$ cat src/design/mvcrw_pkg.sv
package mvcrw_pkg;

   // Payload widths fixed by the sample format
   localparam int MIX_W      = 24;
   localparam int TIME_W     = 16;
   localparam int ADDR_W     = 16;
   localparam int WORD_W     = 16;
   localparam int VOLUME_W   = 9;
   localparam int LOG2_W     = 5;
   localparam int PROD_W     = MIX_W + VOLUME_W + 1;
   localparam int CSR_INDEX_W = 4;
   localparam int CSR_DATA_W  = 16;

   // Register indexes
   localparam logic [CSR_INDEX_W-1:0] REG_MASTER_VOLUME = 4'd0;
   localparam logic [CSR_INDEX_W-1:0] REG_OUTPUT_FORMAT = 4'd1;
   localparam logic [CSR_INDEX_W-1:0] REG_STEREO_MODE   = 4'd2;
   localparam logic [CSR_INDEX_W-1:0] REG_RING_LOG2     = 4'd3;

   // Output format codes
   localparam logic FORMAT_S16 = 1'b0;
   localparam logic FORMAT_U8  = 1'b1;

   // Reset values and sample constants
   localparam logic [VOLUME_W-1:0] VOLUME_UNITY    = 9'd256;
   localparam logic [LOG2_W-1:0]   RING_LOG2_RESET = 5'd14;
   localparam logic [WORD_W-1:0]   SAT_MAX         = 16'h7fff;
   localparam logic [WORD_W-1:0]   SAT_MIN         = 16'h8000;
   localparam logic [7:0]          BYTE_BIAS       = 8'd128;

   typedef struct packed {
      logic [VOLUME_W-1:0] master_volume;
      logic                output_format;
      logic                stereo_mode;
      logic [LOG2_W-1:0]   ring_log2;
   } cfg_type;

   // One channel sample on its way through the gain pipeline
   typedef struct packed {
      logic [ADDR_W-1:0]       write_address;
      logic                    last_of_frame;
      logic signed [MIX_W-1:0] mix;
   } lane_type;

endpackage

$ cat src/design/mvcrw_if.sv
interface mvcrw_req_if import mvcrw_pkg::*; ();
   logic                    valid;
   logic                    ready;
   logic signed [MIX_W-1:0] mix_left;
   logic signed [MIX_W-1:0] mix_right;
   logic [TIME_W-1:0]       frame_time;

   modport source (output valid, output mix_left, output mix_right, output frame_time,
                   input ready);
   modport sink   (input valid, input mix_left, input mix_right, input frame_time,
                   output ready);
endinterface

interface mvcrw_rsp_if import mvcrw_pkg::*; ();
   logic              valid;
   logic              ready;
   logic [ADDR_W-1:0] write_address;
   logic [WORD_W-1:0] sample_word;
   logic              last_of_frame;

   modport source (output valid, output write_address, output sample_word,
                   output last_of_frame, input ready);
   modport sink   (input valid, input write_address, input sample_word,
                   input last_of_frame, output ready);
endinterface

interface mvcrw_csr_if import mvcrw_pkg::*; ();
   logic                   valid;
   logic                   ready;
   logic [CSR_INDEX_W-1:0] reg_index;
   logic [CSR_DATA_W-1:0]  write_data;

   modport source (output valid, output reg_index, output write_data, input ready);
   modport sink   (input valid, input reg_index, input write_data, output ready);
endinterface

$ cat src/design/mvcrw_splitter.sv
module mvcrw_splitter import mvcrw_pkg::*; #(
   parameter int RING_LOG2_MAX = 16
) (
   input  logic     clock,
   input  logic     reset,
   input  cfg_type  cfg,
   mvcrw_req_if.sink req,
   output lane_type lane_out,
   output logic     lane_valid,
   input  logic     lane_ready
);

   localparam int CALC_W = (RING_LOG2_MAX > TIME_W + 1) ? RING_LOG2_MAX : TIME_W + 1;

   logic                    hold_valid_ff, hold_valid_in;
   logic                    lane_sel_ff, lane_sel_in;
   logic signed [MIX_W-1:0] mix_left_ff, mix_right_ff;
   logic [TIME_W-1:0]       frame_time_ff;

   logic              accept, take, last;
   logic [LOG2_W-1:0] lg_eff;
   logic [CALC_W-1:0] ring_mask, position, masked;

   assign last       = !cfg.stereo_mode || lane_sel_ff;
   assign lane_valid = hold_valid_ff;
   assign take       = lane_valid && lane_ready;
   assign req.ready  = !hold_valid_ff || (take && last);
   assign accept     = req.valid && req.ready;

   // Clamp the ring size, then build the address mask bit by bit
   assign lg_eff = (cfg.ring_log2 > LOG2_W'(RING_LOG2_MAX)) ? LOG2_W'(RING_LOG2_MAX)
                                                            : cfg.ring_log2;
   always_comb begin
      for (int i = 0; i < CALC_W; i++) begin
         ring_mask[i] = (LOG2_W'(i) < lg_eff);
      end
   end

   assign position = cfg.stereo_mode ? CALC_W'({frame_time_ff, lane_sel_ff})
                                     : CALC_W'(frame_time_ff);
   assign masked   = position & ring_mask;

   always_comb begin
      lane_out.write_address = masked[ADDR_W-1:0];
      lane_out.last_of_frame = last;
      lane_out.mix           = lane_sel_ff ? mix_right_ff : mix_left_ff;
   end

   always_comb begin
      hold_valid_in = hold_valid_ff;
      lane_sel_in   = lane_sel_ff;
      if (accept) begin
         hold_valid_in = 1'b1;
         lane_sel_in   = 1'b0;
      end else if (take && last) begin
         hold_valid_in = 1'b0;
      end else if (take) begin
         lane_sel_in   = 1'b1;
      end
   end

   always_ff @(posedge clock) begin
      if (reset) begin
         hold_valid_ff <= 1'b0;
         lane_sel_ff   <= 1'b0;
      end else begin
         hold_valid_ff <= hold_valid_in;
         lane_sel_ff   <= lane_sel_in;
      end
   end

   always_ff @(posedge clock) begin
      if (accept) begin
         mix_left_ff   <= req.mix_left;
         mix_right_ff  <= req.mix_right;
         frame_time_ff <= req.frame_time;
      end
   end

   a_left_then_right: assert property (@(posedge clock) disable iff (reset)
      (take && !last) |=> (hold_valid_ff && lane_sel_ff))
      else $error("left lane sent without right lane following");

   a_mono_single: assert property (@(posedge clock) disable iff (reset)
      (lane_valid && !cfg.stereo_mode) |-> lane_out.last_of_frame)
      else $error("mono lane not marked last");

   a_load_left: assert property (@(posedge clock) disable iff (reset)
      accept |=> (hold_valid_ff && !lane_sel_ff))
      else $error("new request does not start on the left lane");

endmodule

$ cat src/design/mvcrw_lane_pipe.sv
module mvcrw_lane_pipe import mvcrw_pkg::*; (
   input  logic     clock,
   input  logic     reset,
   input  cfg_type  cfg,
   input  lane_type lane_in,
   input  logic     lane_valid,
   output logic     lane_ready,
   mvcrw_rsp_if.source rsp
);

   localparam int SHIFT_W = PROD_W - 8;

   // Stage 1: product
   logic                     s1_valid_ff, s1_valid_in;
   logic [ADDR_W-1:0]        s1_addr_ff;
   logic                     s1_last_ff;
   logic signed [PROD_W-1:0] prod_ff, prod_in;
   // Stage 2: saturated sample
   logic                     s2_valid_ff, s2_valid_in;
   logic [ADDR_W-1:0]        s2_addr_ff;
   logic                     s2_last_ff;
   logic [WORD_W-1:0]        sat_ff, sat_in;
   // Stage 3: output word
   logic                     s3_valid_ff, s3_valid_in;
   logic [ADDR_W-1:0]        s3_addr_ff;
   logic                     s3_last_ff;
   logic [WORD_W-1:0]        word_ff, word_in;

   logic                      adv1, adv2, adv3;
   logic signed [SHIFT_W-1:0] shifted;

   assign adv3       = !s3_valid_ff || rsp.ready;
   assign adv2       = !s2_valid_ff || adv3;
   assign adv1       = !s1_valid_ff || adv2;
   assign lane_ready = adv1;

   assign prod_in = lane_in.mix * $signed({1'b0, cfg.master_volume});

   // Arithmetic shift right by 8 is a floor divide by 256
   assign shifted = prod_ff[PROD_W-1:8];
   always_comb begin
      if (shifted > $signed(SHIFT_W'(SAT_MAX))) begin
         sat_in = SAT_MAX;
      end else if (shifted < SHIFT_W'($signed(SAT_MIN))) begin
         sat_in = SAT_MIN;
      end else begin
         sat_in = shifted[WORD_W-1:0];
      end
   end

   // Flipping the top bit adds the 128 bias to the signed high byte
   assign word_in = (cfg.output_format == FORMAT_U8) ? {8'h00, sat_ff[15:8] ^ BYTE_BIAS}
                                                     : sat_ff;

   always_comb begin
      s1_valid_in = adv1 ? lane_valid  : s1_valid_ff;
      s2_valid_in = adv2 ? s1_valid_ff : s2_valid_ff;
      s3_valid_in = adv3 ? s2_valid_ff : s3_valid_ff;
   end

   always_ff @(posedge clock) begin
      if (reset) begin
         s1_valid_ff <= 1'b0;
         s2_valid_ff <= 1'b0;
         s3_valid_ff <= 1'b0;
      end else begin
         s1_valid_ff <= s1_valid_in;
         s2_valid_ff <= s2_valid_in;
         s3_valid_ff <= s3_valid_in;
      end
   end

   always_ff @(posedge clock) begin
      if (adv1) begin
         prod_ff    <= prod_in;
         s1_addr_ff <= lane_in.write_address;
         s1_last_ff <= lane_in.last_of_frame;
      end
      if (adv2) begin
         sat_ff     <= sat_in;
         s2_addr_ff <= s1_addr_ff;
         s2_last_ff <= s1_last_ff;
      end
      if (adv3) begin
         word_ff    <= word_in;
         s3_addr_ff <= s2_addr_ff;
         s3_last_ff <= s2_last_ff;
      end
   end

   assign rsp.valid         = s3_valid_ff;
   assign rsp.write_address = s3_addr_ff;
   assign rsp.sample_word   = word_ff;
   assign rsp.last_of_frame = s3_last_ff;

   a_byte_upper_zero: assert property (@(posedge clock) disable iff (reset)
      (rsp.valid && cfg.output_format == FORMAT_U8) |-> (rsp.sample_word[15:8] == 8'h00))
      else $error("8-bit sample with upper byte set");

   a_sign_kept: assert property (@(posedge clock) disable iff (reset)
      (s1_valid_ff && adv2) |=> (sat_ff[WORD_W-1] == $past(prod_ff[PROD_W-1])))
      else $error("saturation changed the sample sign");

   a_stage1_hold: assert property (@(posedge clock) disable iff (reset)
      (s1_valid_ff && !adv2) |=> (s1_valid_ff && $stable(prod_ff) && $stable(s1_addr_ff)))
      else $error("stalled product stage lost or changed its sample");

endmodule

$ cat src/design/mix_volume_clip_ring_writer_core.sv
// Channel   Dir  Modport  Payload
// req_chan  in   sink     mix_left[23:0] s, mix_right[23:0] s, frame_time[15:0]
// rsp_chan  out  source   write_address[15:0], sample_word[15:0], last_of_frame
// csr_chan  in   sink     reg_index[3:0], write_data[15:0]; always ready
//
// The splitter feeds the single multiply/saturate/format pipeline one channel
// sample per cycle while lane_ready is high: two per stereo request, one mono.
// Results pass the product, saturation and output stages to reach rsp_chan.
// Reset (synchronous, active high) empties every stage and loads the register
// reset values: unity volume, 16-bit format, stereo, ring of 2^14 samples.
// A stall on rsp_chan holds each full stage in place and backs up to req_chan.
module mix_volume_clip_ring_writer_core import mvcrw_pkg::*; #(
   parameter int RING_LOG2_MAX = 16
) (
   input  logic        clock,
   input  logic        reset,
   mvcrw_req_if.sink   req_chan,
   mvcrw_rsp_if.source rsp_chan,
   mvcrw_csr_if.sink   csr_chan
);

   cfg_type  cfg_ff, cfg_in;
   lane_type lane;
   logic     lane_valid, lane_ready;
   logic     csr_write;

   // Register writes are always taken; unknown indexes drop
   assign csr_chan.ready = 1'b1;
   assign csr_write      = csr_chan.valid && csr_chan.ready;

   always_comb begin
      cfg_in = cfg_ff;
      if (csr_write) begin
         case (csr_chan.reg_index)
            REG_MASTER_VOLUME: cfg_in.master_volume = csr_chan.write_data[VOLUME_W-1:0];
            REG_OUTPUT_FORMAT: cfg_in.output_format = csr_chan.write_data[0];
            REG_STEREO_MODE:   cfg_in.stereo_mode   = csr_chan.write_data[0];
            REG_RING_LOG2:     cfg_in.ring_log2     = csr_chan.write_data[LOG2_W-1:0];
            default:           cfg_in = cfg_ff;
         endcase
      end
   end

   always_ff @(posedge clock) begin
      if (reset) begin
         cfg_ff.master_volume <= VOLUME_UNITY;
         cfg_ff.output_format <= FORMAT_S16;
         cfg_ff.stereo_mode   <= 1'b1;
         cfg_ff.ring_log2     <= RING_LOG2_RESET;
      end else begin
         cfg_ff <= cfg_in;
      end
   end

   // Hold the request; send one channel per ready cycle, with ring addresses
   mvcrw_splitter #(
      .RING_LOG2_MAX (RING_LOG2_MAX)
   ) u_splitter (
      .clock      (clock),
      .reset      (reset),
      .cfg        (cfg_ff),
      .req        (req_chan),
      .lane_out   (lane),
      .lane_valid (lane_valid),
      .lane_ready (lane_ready)
   );

   // Gain, floor shift, clip to 16 bits, then pick the output format
   mvcrw_lane_pipe u_lane_pipe (
      .clock      (clock),
      .reset      (reset),
      .cfg        (cfg_ff),
      .lane_in    (lane),
      .lane_valid (lane_valid),
      .lane_ready (lane_ready),
      .rsp        (rsp_chan)
   );

endmodule
$ cat src/flat_wrapper.sv
// flat-port wrapper written by rule: the top's interface ports become plain ports
module mix_volume_clip_ring_writer_core_flat import mvcrw_pkg::*;
#(
   parameter int RING_LOG2_MAX = 16
)
  (clock, reset, req_chan_valid, req_chan_mix_left, req_chan_mix_right, req_chan_frame_time, req_chan_ready, rsp_chan_valid, rsp_chan_write_address, rsp_chan_sample_word, rsp_chan_last_of_frame, rsp_chan_ready, csr_chan_valid, csr_chan_reg_index, csr_chan_write_data, csr_chan_ready);
  mvcrw_req_if req_chan_i ();
  mvcrw_rsp_if rsp_chan_i ();
  mvcrw_csr_if csr_chan_i ();
  input  logic clock;
  input  logic reset;
  input wire logic [$bits(req_chan_i.valid)-1:0] req_chan_valid;
  input wire logic [$bits(req_chan_i.mix_left)-1:0] req_chan_mix_left;
  input wire logic [$bits(req_chan_i.mix_right)-1:0] req_chan_mix_right;
  input wire logic [$bits(req_chan_i.frame_time)-1:0] req_chan_frame_time;
  output wire logic [$bits(req_chan_i.ready)-1:0] req_chan_ready;
  output wire logic [$bits(rsp_chan_i.valid)-1:0] rsp_chan_valid;
  output wire logic [$bits(rsp_chan_i.write_address)-1:0] rsp_chan_write_address;
  output wire logic [$bits(rsp_chan_i.sample_word)-1:0] rsp_chan_sample_word;
  output wire logic [$bits(rsp_chan_i.last_of_frame)-1:0] rsp_chan_last_of_frame;
  input wire logic [$bits(rsp_chan_i.ready)-1:0] rsp_chan_ready;
  input wire logic [$bits(csr_chan_i.valid)-1:0] csr_chan_valid;
  input wire logic [$bits(csr_chan_i.reg_index)-1:0] csr_chan_reg_index;
  input wire logic [$bits(csr_chan_i.write_data)-1:0] csr_chan_write_data;
  output wire logic [$bits(csr_chan_i.ready)-1:0] csr_chan_ready;
  assign req_chan_i.valid = req_chan_valid;
  assign req_chan_i.mix_left = req_chan_mix_left;
  assign req_chan_i.mix_right = req_chan_mix_right;
  assign req_chan_i.frame_time = req_chan_frame_time;
  assign req_chan_ready = req_chan_i.ready;
  assign rsp_chan_valid = rsp_chan_i.valid;
  assign rsp_chan_write_address = rsp_chan_i.write_address;
  assign rsp_chan_sample_word = rsp_chan_i.sample_word;
  assign rsp_chan_last_of_frame = rsp_chan_i.last_of_frame;
  assign rsp_chan_i.ready = rsp_chan_ready;
  assign csr_chan_i.valid = csr_chan_valid;
  assign csr_chan_i.reg_index = csr_chan_reg_index;
  assign csr_chan_i.write_data = csr_chan_write_data;
  assign csr_chan_ready = csr_chan_i.ready;
  mix_volume_clip_ring_writer_core #(.RING_LOG2_MAX(RING_LOG2_MAX)) u_core (.clock(clock), .reset(reset), .req_chan(req_chan_i), .rsp_chan(rsp_chan_i), .csr_chan(csr_chan_i));
endmodule
$ cat config.mk
export PLATFORM = sky130hd
export DESIGN_NAME = mix_volume_clip_ring_writer_core_flat
export DESIGN_NICKNAME = d
export VERILOG_FILES = /design/src/design/mvcrw_pkg.sv /design/src/design/mvcrw_if.sv /design/src/design/mvcrw_splitter.sv /design/src/design/mvcrw_lane_pipe.sv /design/src/design/mix_volume_clip_ring_writer_core.sv /design/src/flat_wrapper.sv
export SDC_FILE = /design/constraint.sdc
export NUM_CORES = 1
export LEC_CHECK = 0
export BUFFER_PORTS_ARGS = -buffer_cell sky130_fd_sc_hd__buf_2
export CAP_MARGIN = 40
export CORE_MARGIN = 4
export CORE_UTILIZATION = 50
export CTS_CLUSTER_SIZE = 14
export DETAILED_ROUTE_END_ITERATION = 8
export PLACE_DENSITY = 0.8
export SLEW_MARGIN = 20
export SYNTH_ARGS = -nofsm -noshare
export SYNTH_HDL_FRONTEND = slang
export SYNTH_SLANG_ARGS = --single-unit
$ cat constraint.sdc
create_clock -name clock -period 6.8 [get_ports clock]
set_input_delay 0.68 -clock clock [delete_from_list [all_inputs] [get_ports clock]]
set_output_delay 0.68 -clock clock [all_outputs]
set_load 0.02 [all_outputs]
# --- Word-level counts from Yosys, hierarchy flattened ---
# Index checks and enable logic that the tools add are counted.
totals:
  ff_bits: 202
  output_inout_bits: 36
op_classes:
  n_mul: 1
  order_cmp: 19
  eq_ne: 3
  n_mux: 7
  bitwise_logic: 3
  n_reduce_logical: 21
op_table:
  columns: ["operator", "count"]
  rows:
  - ["< comparator 4 x 5 -> 1 bit (first input constant)", 8]
  - ["multiplier 24 x 10 -> 34 bit", 1]
  - ["two-way mux 16 bit", 2]
  - ["greater-than comparator 26 x 16 -> 1 bit (second input constant)", 1]
  - ["< comparator 26 x 16 -> 1 bit (second input constant)", 1]
  - ["two-way mux 24 bit", 1]
  - ["< comparator 3 x 5 -> 1 bit (first input constant)", 4]
  - ["bitwise AND 16 bit", 1]
  - ["< comparator 1 x 5 -> 1 bit (first input constant)", 2]
  - ["< comparator 2 x 5 -> 1 bit (first input constant)", 2]
  - ["AND reduction 2 bit", 5]
  - ["equality test 4 x 2 -> 1 bit (second input constant)", 2]
  - ["two-way mux 8 bit", 1]
  - ["greater-than comparator 5 bit (second input constant)", 1]
  - ["logical NOT 1 bit", 5]
  - ["logical OR 1 bit", 5]
  - ["two-way mux 5 bit", 1]
  - ["equality test 4 x 1 -> 1 bit (second input constant)", 1]
  - ["logical NOT 4 bit", 1]
  - ["logical AND 1 bit", 3]
  - ["two-way mux 1 bit", 2]
  - ["NOT 1 bit", 2]
  - ["nonzero test 2 bit", 1]
  - ["OR reduction 2 bit", 1]

# --- Depth between registers and ports, before layout ---
logic_depth:
  word_depth: 9
  ltp_mapped: 22

# --- By module ---
# A second synthesis with hierarchy kept.
hier_totals:
  hier_cells: 1257
  hier_area_um2: 14696.6
modules_own_cells:
  columns: ["module", "instances", "cells_per_inst", "area_per_inst_um2", "seq_area_each_um2"]
  rows:
  - ["mvcrw_lane_pipe", 1, 1027, 11174.5, 3333.2]
  - ["mvcrw_splitter", 1, 156, 2775.2, 1961.9]
  - ["mix_volume_clip_ring_writer_core", 1, 74, 747.0, 320.3]

# --- Worst setup path before layout ---
# OpenSTA, ideal clock, no wires.
synth_path:
  kind: "reg-to-reg"
  start: "reg u_core.u_splitter.lane_sel_ff"
  end: "reg u_core.u_lane_pipe.prod_ff[33] (data pin)"
  setup_time_ns: 0.260
  arrival_time_ns: 5.623
  setup_slack_ns: 0.917
  path_stages_with_launch: 19
  n_path_buf: 2
  cell_sequence: "dfxtp_1 -> buf_6 -> clkbuf_1 -> mux2_2 -> and2_1 -> fa_1 -> fa_1 -> fa_1 -> fa_1 -> inv_1 -> fa_1 -> inv_1 -> ha_1 -> a21oi_1 -> o21ai_0 -> or2_2 -> o311a_4 -> a221oi_2 -> xnor2_1"
synth_via:
  elab_chain_len: 2
synth_lines:
  columns: ["item", "line_no", "rtl"]
  rows:
  - ["from (decl)", "mvcrw_splitter.sv:16", "logic lane_sel_ff, lane_sel_in;"]
  - ["from (signal assigned)", "mvcrw_splitter.sv:68", "lane_sel_ff <= lane_sel_in;"]
  - ["two-way mux 24 bit", "mvcrw_splitter.sv:46", "lane_out.mix = lane_sel_ff ? mix_right_ff : mix_left_ff;"]
  - ["multiplier 24 x 10 -> 34 bit", "mvcrw_lane_pipe.sv:37", "assign prod_in = lane_in.mix * $signed({1'b0, cfg.master_volume});"]
  - ["named net u_core.u_lane_pipe.prod_in[33]", "mvcrw_lane_pipe.sv:17", "logic signed [PROD_W-1:0] prod_ff, prod_in;"]
  - ["to (signal assigned)", "mvcrw_lane_pipe.sv:75", "prod_ff <= prod_in;"]
  - ["to (decl)", "mvcrw_lane_pipe.sv:17", null]
# The timed path passes the listed nets, and every way through them passes these cells.
# A chain may end at the register's enable or synchronous reset.

# --- Worst setup path after layout ---
layout_path:
  start: "reg u_core.u_splitter.lane_sel_ff"
  end: "reg u_core.u_lane_pipe.prod_ff[32] (data pin)"
# The elaborated chain is that of the path after synthesis.

==> out/metrics.yaml <==
run_status: "finished, final reports clean"
syn-num-nets: 1631
hp-class: "in -> reg"
dp.cells: 1773
track_usage: 0.1944
clock_latency_ns: 0.44
period_share: 0.8964
dieHeight_um: 179.4
drt_iter0_drc: 761
gp_congestion: 0.8945
die_area_um2: 32180
finalSetupViolCount: 0
initial_core_util: 0.5089
startpoint: "u_core.u_splitter.lane_sel_ff"
grt_pass1_wl_um: 49460
post_cts_buffers: 0
cts_buffer_depth: 2
path_class: "reg -> reg"
worst_ep_arrival_time_ns: 6.27
drv_cap: 0
reg2reg_from: "u_core.u_splitter.lane_sel_ff"
wl_per_cell_um: 16.31
cts_sinks: 194
cp-end-kind: "register"
grt_pass1_vias: 9978
powerDensity_nw_per_um2: 196.1
worst_pin_slew_ns: 0.8148
final_cells: 1809
hold-worst-slack_ns: 0.4119
fmax_ghz: 0.1640
drt-total-wl_um: 29500
reg2reg_to: "u_core.u_lane_pipe.prod_ff[32]"
clockRootBuffer: "clkbuf_16"
ant_nets: 0
cts_tree: "built"
cts_resized: 0
synth.distinct_cells: 64
rows: 62
cts_buffers: 17
htree_levels: 4
path_max_fanout: 26
hpwl_um: 22560
clk_pin_slew_ns: 0.09
max_slew_margin: 0.4561
hold_buffers: 0
synthToLayoutAreaGrowth_pct: 11.71
core_um2: 28860
fin_nets: 1748
fin_skew_ns: 0.01810
viasPerCell: 5.248
crit_end: "u_core.u_lane_pipe.prod_ff[32]"
yosysWarnings: 0
grt_max_degree: 47
timing.reg2reg.worst_path_depth: 19
synth-main-ff-cell: "edfxtp_1"
synthesis.area_um2: 14690
port_buffers: 116
final-hold-violation-count: 0
antenna_found_initial: 0
firstDrtPassIters: 5
rsz0062_at_grt: "false"
via_count: 9494
worst-r2r-setup-slack_ns: 0.70
ys_async_sr_fraction: 0
setup-tns-final_ns: 0
drc_errors: 0
io_pins: 125
synth-seq-cells: 194
layout_min_cycle_time_ns: 6.096
synth_edf_count: 173
critPathRequiredTime_ns: 6.97
finalMaxSlewViolations: 0
leakage_nw: 7.666
syn-mean-instance-area_um2: 11.35
drive_above_1_share: 0.1510
design_area_um2: 16410
synthCells: 1294
fin_util: 0.5685
peakVddDrop_mv: 0.1852
worstSetupStartpointType: "register"
nFillCells: 2373
grt_overflow_total: 0
synth_seq_area_share: 0.3823
dpl_cell_area_um2: 15760
chipWidth_um: 179.4
## report_power, final
part | total [mW] | internal (mW) | switching (mW) | leakage [nW]
logic | 0.674 | 0.264 | 0.409 | 5.43
clock network | 1.01 | 0.501 | 0.508 | 0.288
registers | 1.53 | 1.48 | 0.0535 | 1.94
total | 3.22 | 2.25 | 0.971 | 7.67
## worst min-delay path by stage
| stage | to | slack, ns | startpoint | cells past startpoint |
|---|---|---|---|---|
| 6_report | u_core.u_splitter.mix_left_ff[1] | 0.41 | req_chan_mix_left[1] | 1 |
| 5_1_grt | u_core.u_splitter.frame_time_ff[15] | 0.39 | req_chan_frame_time[15] | 1 |
| 4_1_cts | u_core.u_splitter.mix_right_ff[21] | 0.39 | req_chan_mix_right[21] | 1 |
| 3_5_place_dp | u_core.u_lane_pipe.rsp.write_address[11] | 0.40 | u_core.u_lane_pipe.s2_addr_ff[11] | 0 |
| 3_3_place_gp | u_core.u_lane_pipe.s2_addr_ff[14] | 0.40 | u_core.u_lane_pipe.s1_addr_ff[14] | 0 |
| 2_1_floorplan | u_core.u_lane_pipe.rsp.last_of_frame | 0.40 | u_core.u_lane_pipe.s2_last_ff | 0 |
## worst max-delay path, stage by stage, from the launching register on
cell and delay [ns]:
dfxtp_1 0.36, buf_12 0.23, mux2_2 0.47, nand2_1 0.12, fa_1 0.43, inv_1 0.08
fa_1 0.43, fa_1 0.52, fa_1 0.55, inv_1 0.05, fa_1 0.52, inv_1 0.04
ha_1 0.38, and4_1 0.26, and4_1 0.21, a221oi_2 0.38, o21ai_2 0.19, a211oi_2 0.31
o21ai_1 0.11, xor2_1 0.16
## logic make-up (layout without fill, tap and decap cells)
logic type,count (synthesis),after routing,share of synthesized area
simple gates,370,370,0.1260
buf+inv,250,380,0.06475
fa+ha+maj,248,248,0.3018
flops,194,194,0.3823
compound gates,144,144,0.06483
mux,58,58,0.04277
xor+xnor,29,29,0.01729
other cells,1,2,0.0002553
## layout by cell type (no fill, tap or decap), types with 17 or more instances in the layout
| cell | instances |
|---|---|
| inv_1 | 209 |
| fa_1 | 177 |
| edfxtp_1 | 173 |
| nand2_1 | 146 |
| buf_2 | 117 |
| and2_1 | 87 |
| ha_1 | 71 |
| a21oi_1 | 54 |
| nor2_1 | 47 |
| mux2i_1 | 29 |
| mux2_2 | 28 |
| nor2b_1 | 28 |
| o21ai_0 | 25 |
| a21o_1 | 21 |
| xnor2_1 | 21 |
| dfxtp_1 | 21 |
| clkbuf_16 | 17 |
## sequential cells by signal, summed over array words and instances (netlist names)
name / flops
u_core.u_lane_pipe.rsp.valid: 1
u_core.u_splitter.mix_left_ff: 24
u_core.u_lane_pipe.rsp.sample_word: 16
u_core.u_lane_pipe.s1_addr_ff: 16
u_core.u_lane_pipe.s1_last_ff: 1
u_core.u_splitter.frame_time_ff: 16
u_core.u_lane_pipe.rsp.last_of_frame: 1
u_core.u_splitter.lane_valid: 1
u_core.u_splitter.lane_sel_ff: 1
u_core.u_lane_pipe.rsp.write_address: 16
u_core.u_lane_pipe.sat_ff: 16
u_core.u_lane_pipe.s2_addr_ff: 16
u_core.cfg_ff: 16
u_core.u_lane_pipe.s2_valid_ff: 1
u_core.u_lane_pipe.s2_last_ff: 1
u_core.u_lane_pipe.prod_ff: 26
u_core.u_splitter.mix_right_ff: 24
u_core.u_lane_pipe.s1_valid_ff: 1
## cells in the mapped netlist (2+ instances only)
cell type,instances,share of area
nand2b_1,6,0.0026
nor4_2,2,0.0017
a21boi_0,2,0.0010
a221oi_2,2,0.0020
inv_1,209,0.053
o31ai_1,3,0.0015
o21ai_1,2,0.00068
dfxtp_1,21,0.029
a311oi_1,2,0.0012
a211o_1,5,0.0030
xnor2_1,21,0.013
a21oi_1,54,0.018
o21a_1,2,0.0010
and2b_1,7,0.0036
nor4_1,7,0.0030
ha_1,71,0.060
nand2_1,146,0.037
nand4_1,11,0.0047
and3_1,5,0.0021
a21o_1,21,0.011
a2111oi_0,2,0.0012
o21ai_0,25,0.0085
and2_1,88,0.037
nor3_1,4,0.0014
nor3b_1,2,0.0010
nand3_1,9,0.0031
xor2_1,8,0.0048
nor2b_1,28,0.012
or2_2,2,0.00085
clkbuf_1,37,0.0095
edfxtp_1,173,0.35
fa_1,177,0.24
mux2_2,28,0.021
mux2i_1,29,0.020
a31oi_1,3,0.0013
and4_1,2,0.0012
o21bai_1,4,0.0020
nor2_1,47,0.012
a31o_2,2,0.0012
## area by class of cell
class | instances | area (µm²) | share of cell area
antenna | 1 | 2.502 | 0.0001525
clock buffer | 17 | 425.4 | 0.02593
clock inverter | 15 | 172.7 | 0.01052
inverter | 209 | 784.5 | 0.04782
multi-input combinational | 850 | 8127 | 0.4953
sequential | 194 | 5615 | 0.3423
tap | 384 | 480.5 | 0.02929
timing repair buffer | 139 | 798.3 | 0.04866
## metal layers
metal	track usage	wire length (µm)	vias to the layer above
met5	0	0	-
met4	0.04824	489	0
met3	0.03420	1733	36
met2	0.3275	14490	289
met1	0.2652	12780	4719
li1	-	-	4450
## per-stage QoR
| step | total power [mW] | setup WS (ns) |
|---|---|---|
| 5_1_grt | 3.399 | 0.3759 |
| 2_1_floorplan | 2.030 | 0.9169 |
| 4_1_cts | 3.245 | 0.6808 |
| 3_3_place_gp | 2.206 | 0.7261 |
| 6_report | 3.217 | 0.7042 |
| 3_5_place_dp | 2.235 | 0.7086 |
Power figures use the tool's default switching activity.
